<file path="config.mk">
export PLATFORM = sky130hd
export DESIGN_NAME = indexed_deque_store_unit
export DESIGN_NICKNAME = d
export VERILOG_FILES = /design/src/ids_pkg.sv /design/src/indexed_deque_store_unit.sv /design/src/ids_datapath.sv /design/src/ids_control.sv
export SDC_FILE = /design/constraint.sdc
export NUM_CORES = 2
export LEC_CHECK = 0
export ABC_AREA = 0
export BUFFER_PORTS_ARGS = -buffer_cell sky130_fd_sc_hd__buf_2
export CORE_MARGIN = 5
export CORE_UTILIZATION = 40
export DETAILED_ROUTE_END_ITERATION = 6
export PLACE_DENSITY = 0.54
export SYNTH_ARGS = -nofsm -noshare
export SYNTH_HDL_FRONTEND = slang
export SYNTH_HIERARCHICAL = 1
export SYNTH_SLANG_ARGS = --single-unit
</file>
<file path="constraint.sdc">
create_clock -name clock -period 12.5 [get_ports clock]
set_clock_uncertainty 0.15 [all_clocks]
set_input_delay 0.625 -clock clock [delete_from_list [all_inputs] [get_ports clock]]
set_output_delay 0.625 -clock clock [all_outputs]
set_load 0.01 [all_outputs]
</file>
<file path="src/ids_pkg.sv">
// Shared types, constants and codes for the indexed deque store
package ids_pkg;

   localparam int Capacity  = 16;
   localparam int DataWidth = 32;
   localparam int IdxWidth  = $clog2(Capacity);
   localparam int CntWidth  = $clog2(Capacity + 1);

   typedef enum logic [2:0] {
      CMD_PUSH_FRONT = 3'd0,
      CMD_PUSH_BACK  = 3'd1,
      CMD_INSERT_AT  = 3'd2,
      CMD_REMOVE_AT  = 3'd3,
      CMD_POP_FRONT  = 3'd4,
      CMD_POP_BACK   = 3'd5,
      CMD_READ_AT    = 3'd6,
      CMD_FIND       = 3'd7
   } cmd_type;

   typedef enum logic [2:0] {
      ST_OK       = 3'd0,
      ST_FULL     = 3'd1,
      ST_EMPTY    = 3'd2,
      ST_RANGE    = 3'd3,
      ST_NOTFOUND = 3'd4
   } status_type;

   typedef struct packed {
      logic [2:0]         command;
      logic [4:0]         position;
      logic signed [31:0] value;
   } req_type;

   typedef struct packed {
      logic signed [31:0] result_value;
      logic [3:0]         found_index;
      logic [4:0]         entry_count;
      logic [2:0]         status;
   } rsp_type;

   // datapath step selected by the controller; open or close is decoded in the datapath
   typedef enum logic [1:0] {
      OP_NONE   = 2'd0,
      OP_SHIFT  = 2'd1
   } op_type;

   typedef struct packed {
      logic   load;     // capture request
      op_type op;       // shift step in the cell chain
      logic   respond;  // form the result item
   } ctl_type;

   typedef struct packed {
      logic [CntWidth-1:0] count;
   } sts_type;

endpackage

</file>
<file path="src/indexed_deque_store_unit.sv">
// Indexed deque store: top level joining controller and datapath
// An item is captured, then its result item is registered in the cell-chain shift step.
// No new item is taken until the last has passed its capture and cell-chain shift steps.
// A stalled result holds the next item in its shift step until the result is taken.
// Reset: synchronous, clears the count and handshake state; cell contents are not cleared.
module indexed_deque_store_unit (
   input  logic             clock,
   input  logic             reset,
   input  logic             req_valid,
   output logic             req_stall,
   input  ids_pkg::req_type req_data,
   output logic             rsp_valid,
   input  logic             rsp_stall,
   output ids_pkg::rsp_type rsp_data
);

   ids_pkg::ctl_type ctl;
   ids_pkg::sts_type sts;
   logic             unused_count;

   ids_control u_ctrl (
      .clock, .reset, .req_valid, .req_stall, .rsp_valid, .rsp_stall, .ctl
   );

   ids_datapath u_dp (
      .clock, .reset, .req_data, .ctl, .sts, .rsp_data
   );

   assign unused_count = ^sts.count;

endmodule

</file>
<file path="src/ids_datapath.sv">
// Datapath: shifting cell chain of entries, count, operand registers, result
module ids_datapath (
   input  logic             clock,
   input  logic             reset,
   input  ids_pkg::req_type req_data,
   input  ids_pkg::ctl_type ctl,
   output ids_pkg::sts_type sts,
   output ids_pkg::rsp_type rsp_data
);

   localparam int N  = ids_pkg::Capacity;
   localparam int CW = ids_pkg::CntWidth;
   localparam int IW = ids_pkg::IdxWidth;

   logic [ids_pkg::DataWidth-1:0] cell_ff [N];
   logic [CW-1:0]                 count_ff, count_in;
   ids_pkg::req_type              req_ff;
   ids_pkg::rsp_type              rsp_ff;

   // decoded decision, from registered request and count
   logic [CW-1:0]                 gap_pos;
   logic                          do_open, do_close;
   ids_pkg::status_type           st;
   logic [ids_pkg::DataWidth-1:0] rd_val;
   logic [ids_pkg::DataWidth-1:0] sval;
   logic [IW-1:0]                 hit_idx;
   logic                          hit;
   logic [CW-1:0]                 pos_ext;

   assign sval    = ids_pkg::DataWidth'(req_ff.value);
   assign pos_ext = CW'(req_ff.position);

   // command decode
   always_comb begin
      do_open  = 1'b0;
      do_close = 1'b0;
      gap_pos  = '0;
      st       = ids_pkg::ST_OK;
      unique case (ids_pkg::cmd_type'(req_ff.command))
         ids_pkg::CMD_PUSH_FRONT, ids_pkg::CMD_PUSH_BACK, ids_pkg::CMD_INSERT_AT: begin
            if (count_ff >= CW'(N)) begin
               st = ids_pkg::ST_FULL;
            end else if (req_ff.command == ids_pkg::CMD_PUSH_FRONT) begin
               do_open = 1'b1;
            end else if (req_ff.command == ids_pkg::CMD_PUSH_BACK) begin
               do_open = 1'b1;
               gap_pos = count_ff;
            end else if (pos_ext > count_ff || req_ff.position > 5'(N)) begin
               st = ids_pkg::ST_RANGE;
            end else begin
               do_open = 1'b1;
               gap_pos = pos_ext;
            end
         end
         ids_pkg::CMD_REMOVE_AT, ids_pkg::CMD_READ_AT: begin
            if (count_ff == '0) begin
               st = ids_pkg::ST_EMPTY;
            end else if (pos_ext >= count_ff || req_ff.position >= 5'(N)) begin
               st = ids_pkg::ST_RANGE;
            end else begin
               do_close = (req_ff.command == ids_pkg::CMD_REMOVE_AT);
               gap_pos  = pos_ext;
            end
         end
         ids_pkg::CMD_POP_FRONT, ids_pkg::CMD_POP_BACK: begin
            if (count_ff == '0) begin
               st = ids_pkg::ST_EMPTY;
            end else begin
               do_close = 1'b1;
               gap_pos  = (req_ff.command == ids_pkg::CMD_POP_FRONT) ? '0 : count_ff - 1'b1;
            end
         end
         default: begin
            st = hit ? ids_pkg::ST_OK : ids_pkg::ST_NOTFOUND;
         end
      endcase
   end

   // read port and first-match search over the cells
   always_comb begin
      rd_val  = cell_ff[gap_pos[IW-1:0]];
      hit     = 1'b0;
      hit_idx = '0;
      for (int k = N - 1; k >= 0; k--) begin
         if (CW'(k) < count_ff && cell_ff[k] == sval) begin
            hit     = 1'b1;
            hit_idx = IW'(k);
         end
      end
   end

   always_comb begin
      count_in = count_ff;
      if (ctl.op == ids_pkg::OP_SHIFT && do_open) count_in = count_ff + 1'b1;
      if (ctl.op == ids_pkg::OP_SHIFT && do_close) count_in = count_ff - 1'b1;
   end

   // control registers
   always_ff @(posedge clock) begin
      if (reset) begin
         count_ff <= '0;
      end else begin
         count_ff <= count_in;
      end
   end

   // request capture and cell chain shifts
   always_ff @(posedge clock) begin
      if (ctl.load) req_ff <= req_data;
      for (int k = 0; k < N; k++) begin
         if (ctl.op == ids_pkg::OP_SHIFT && do_open) begin
            if (CW'(k) == gap_pos) cell_ff[k] <= sval;
            else if (CW'(k) > gap_pos && k > 0) cell_ff[k] <= cell_ff[(k + N - 1) % N];
         end else if (ctl.op == ids_pkg::OP_SHIFT && do_close) begin
            if (CW'(k) >= gap_pos && k < N - 1) cell_ff[k] <= cell_ff[(k + 1) % N];
         end
      end
   end

   // result item, formed alongside the shift
   always_ff @(posedge clock) begin
      if (ctl.respond) begin
         rsp_ff.result_value <= (st == ids_pkg::ST_OK && req_ff.command != ids_pkg::CMD_FIND
                                 && !do_open) ? 32'(rd_val) : '0;
         rsp_ff.found_index  <= (req_ff.command == ids_pkg::CMD_FIND && hit) ? 4'(hit_idx) : '0;
         rsp_ff.entry_count  <= 5'(count_in);
         rsp_ff.status       <= 3'(st);
      end
   end

   assign sts.count = count_ff;
   assign rsp_data  = rsp_ff;

endmodule

</file>
<file path="src/ids_control.sv">
// Controller: accepts an item, runs the shift step and hands over the result item
module ids_control (
   input  logic             clock,
   input  logic             reset,
   input  logic             req_valid,
   output logic             req_stall,
   output logic             rsp_valid,
   input  logic             rsp_stall,
   output ids_pkg::ctl_type ctl
);

   typedef enum logic [1:0] {S_IDLE, S_EXEC} state_type;

   state_type state_ff, state_in;
   logic      valid_ff, valid_in;

   always_comb begin
      state_in = state_ff;
      valid_in = valid_ff;
      ctl      = '{load: 1'b0, op: ids_pkg::OP_NONE, respond: 1'b0};
      if (valid_ff && !rsp_stall) valid_in = 1'b0;
      unique case (state_ff)
         S_IDLE: begin
            if (req_valid) begin
               ctl.load = 1'b1;
               state_in = S_EXEC;
            end
         end
         S_EXEC: begin
            // result register must be free or freeing this cycle
            if (!valid_ff || !rsp_stall) begin
               ctl.op      = ids_pkg::OP_SHIFT;
               ctl.respond = 1'b1;
               valid_in    = 1'b1;
               state_in    = S_IDLE;
            end
         end
         default: state_in = S_IDLE;
      endcase
   end

   assign req_stall = (state_ff != S_IDLE);
   assign rsp_valid = valid_ff;

   always_ff @(posedge clock) begin
      if (reset) begin
         state_ff <= S_IDLE;
         valid_ff <= 1'b0;
      end else begin
         state_ff <= state_in;
         valid_ff <= valid_in;
      end
   end

endmodule

</file>
==> impl_metrics.toml <==
[synth]
syn-num-nets = 4339
synth_enable_flop_cells = 596
yosys.area_share.simple_pct = 17.51
synth_cell_types = 67
yosys_most_used_dff = "edfxtp_1"
synthArstFlopShare_pct = 0
ys_ff_latch = 603
netlist.area_leader.share_pct = 44.82
netlist_area_um2 = 39930
synthMuxAreaShare_pct = 11.48
synth_area_leaders = "edfxtp_1, mux2i_1, nand2_1"
syn_inst = 4287
synth_top_cell_by_area = "edfxtp_1"
synth_top_family_by_area = "simple AND/OR/NAND/NOR gates"
synth_compound_area_share_pct = 10.09
synth_xor_area_share_pct = 11.29
yosysSeqAreaShare_pct = 45.17
synthAdderAreaFrac_pct = 0.2507
synth_warnings = 6
synth_area_per_cell_um2 = 9.315
yosysMostFrequentCell = "nand2_1"
synthTopCellsByCount = "nand2_1, edfxtp_1, mux2i_1"

[grt]
antenna_found_initial = 2
grt_pass1_vias = 30908
gr-usage-all-layers_pct = 28.60
grt_start_max_net_pins = 123
grt_pass1_wl_mm = 225.8
grt-ovfl-total = 0

[critical_path]
critPathArrivalTime_ns = 6.26
crit_type = "reg -> reg"
critPathLaunchType = "flop"
rrSetupSlack_ns = 6.43
critPathMaxStageDelay_ns = 0.86
critical_path_peak_fanout = 33
slowest_stage = "dfxtp_1"
path_common_cell = "buf_4"
crit_path_cell_trace = "inv_1 > ha_1 > and4_1 > a21oi_1 > nand2_1 > o221ai_4 > buf_4 > buf_4 > nor2_4 > buf_4 > nand2_2 > buf_4 > nand2b_2 > and2_1 > buf_4"
crit_path_end_kind = "flop"
required_ns = 12.69

[final_layout]
area_growth_pct = 10.70
fill_cells = 9697
multi_input_area_um2 = 20520
drive_gt1_share_pct = 9.669
utilization_pct = 44.40
final-seq-area_um2 = 18040
fin_nets = 4254

[power]
power.density_nw_per_um2 = 113.7
power_leakage_nw = 15.76
ir_worst_vdd_v = 0.0001002
total_power_mw = 5.025

[floorplanning]
start_util_pct = 40.11
fp.dieArea_um2 = 106300
ios = 90
fp.dieH_um = 326.0
rows = 116
die_width_um = 326.0
fp.coreArea_um2 = 99570

[timing]
setup_viol = 0
drv_slew = 0
slew_headroom_pct = 18.81
grt_setup_unrepaired = "no"
worst-slew-pin-transition_ns = 1.218
setup_tns_ns = 0
fin_crit_sh_pct = 48.58
hold_viol = 0
min_period_ns = 6.073
fmax_mhz = 164.7

[routing]
dr.pass1.iters = 7
wl_met1_mm = 66.23
wl_per_cell_um = 28.38
wirelength_mm = 157.8
via_count = 33219
drtIter0Drc = 4655
dr_wl_met2_mm = 67.99
wl_met3_mm = 15.02
via_per_inst = 5.972
drtAntennaViolNets = 0
routed.top_layer = "met4"
drc = 0

[clock_tree]
clk_path_buf_depth = 3
numCtsBuffers = 76
cts_tree = "built"
clock_latency_ns = 0.65
postCtsSetupBuffers = 0
cts_max_level = 3
cts.sinks = 603
clkSlewWorstSetupHoldPaths_ns = 0.05
cts_root_buf = "clkbuf_16"

[placement]
port_buffers = 89
place_congestion = 0.9612
detailed_place_hpwl_mm = 112.5

[job]
maxCapViolCount = 0

[status]
status = "finished, final reports clean"

[hold_path]
hp-class = "in -> reg"
cell families (layout without fill, tap and decap cells):
family	Yosys count	in the layout
AO/OA/AOI/OAI	704	704
adder cells (fa/ha/maj)	8	8
XOR/XNOR	515	515
multiplexers	450	450
other	1	4
buffers and inverters	398	372
flip-flops	603	603
AND/OR/NAND/NOR	1608	1608
metal layers:
layer,global-route usage [%],up-vias
met4,13.15,0
met2,42.68,1854
met3,5.337,299
met1,40.40,16029
li1,-,15037
met5,0,-
final cells by class:
class | count | share of cell area, %
Clock buffer | 99 | 4.738
Antenna cell | 3 | 0.01698
Timing Repair Buffer | 221 | 3.521
Clock inverter | 38 | 0.7161
Tap cell | 1298 | 3.674
Sequential cell | 603 | 40.80
Multi-Input combinational cell | 3286 | 46.41
Inverter | 14 | 0.1189
state kept, by name, indices dropped and copies added (netlist names):
name and count:
u_dp/req_ff 3, u_dp/rsp_data 44, u_dp/sts 5, u_dp/cell_ff 512, u_dp/pos_ext 5, u_ctrl/state_ff 1, u_dp/sval 32, u_ctrl/rsp_valid 1
worst paths after layout:
check,from,endpoint,cells past startpoint
setup / recovery,u_dp/sts[4]$_SDFF_PP0_,u_dp/cell_ff[0][28]$_DFFE_PP_,15
hold / removal,req_data[30],u_dp/sval[30]$_DFFE_PP_,1
setup reg to reg,u_dp/sts[4]$_SDFF_PP0_,u_dp/cell_ff[0][28]$_DFFE_PP_,15
hold reg to reg,u_ctrl/state_ff[0]$_SDFFE_PP0P_,u_ctrl/state_ff[0]$_SDFFE_PP0P_,2
where the power goes:
part	switching [mW]	internal, mW
Clock	0.912	1.30
Sequential	0.0427	2.27
Combinational	0.323	0.177
repair_timing:
item,CTS,global route
resized for setup,0,0
hold buffers,38,0
endpoints found under the hold margin,38,0
layout by cell type (no fill, tap or decap), types with 92 or more instances in the layout:
| cell type | netlist | final |
|---|---|---|
| a21oi_1 | 243 | 240 |
| nand3_1 | 228 | 227 |
| nand2_1 | 869 | 861 |
| nor2_1 | 260 | 245 |
| o21ai_0 | 221 | 221 |
| mux2i_1 | 385 | 385 |
| buf_4 | 10 | 92 |
| edfxtp_1 | 596 | 596 |
| xnor2_1 | 256 | 256 |
| xor2_1 | 259 | 259 |
critical path, delay by kind of cell (launching register included):
kind / cells / cell delay, ns
and+or+nand+nor: 6 / 1.64
DFF: 1 / 0.86
AOI/OAI and AO/OA: 2 / 0.46
buffers and inverters: 6 / 2.18
adders and majority gates: 1 / 0.38
metrics by stage:
stage	instance area, um^2	hold WS [ns]	instances	setup WS (ns)
final	44210	0.03548	5562	6.427
after global routing	44200	0.01907	5559	5.980
after CTS	44200	0.008128	5559	6.466
after detailed placement	41410	0.3740	5384	6.491
after global placement	41410	0.3606	5384	6.557
after floorplan	39930	0.3662	4287	5.913
Note: power is estimated with default switching activity, not from simulation.
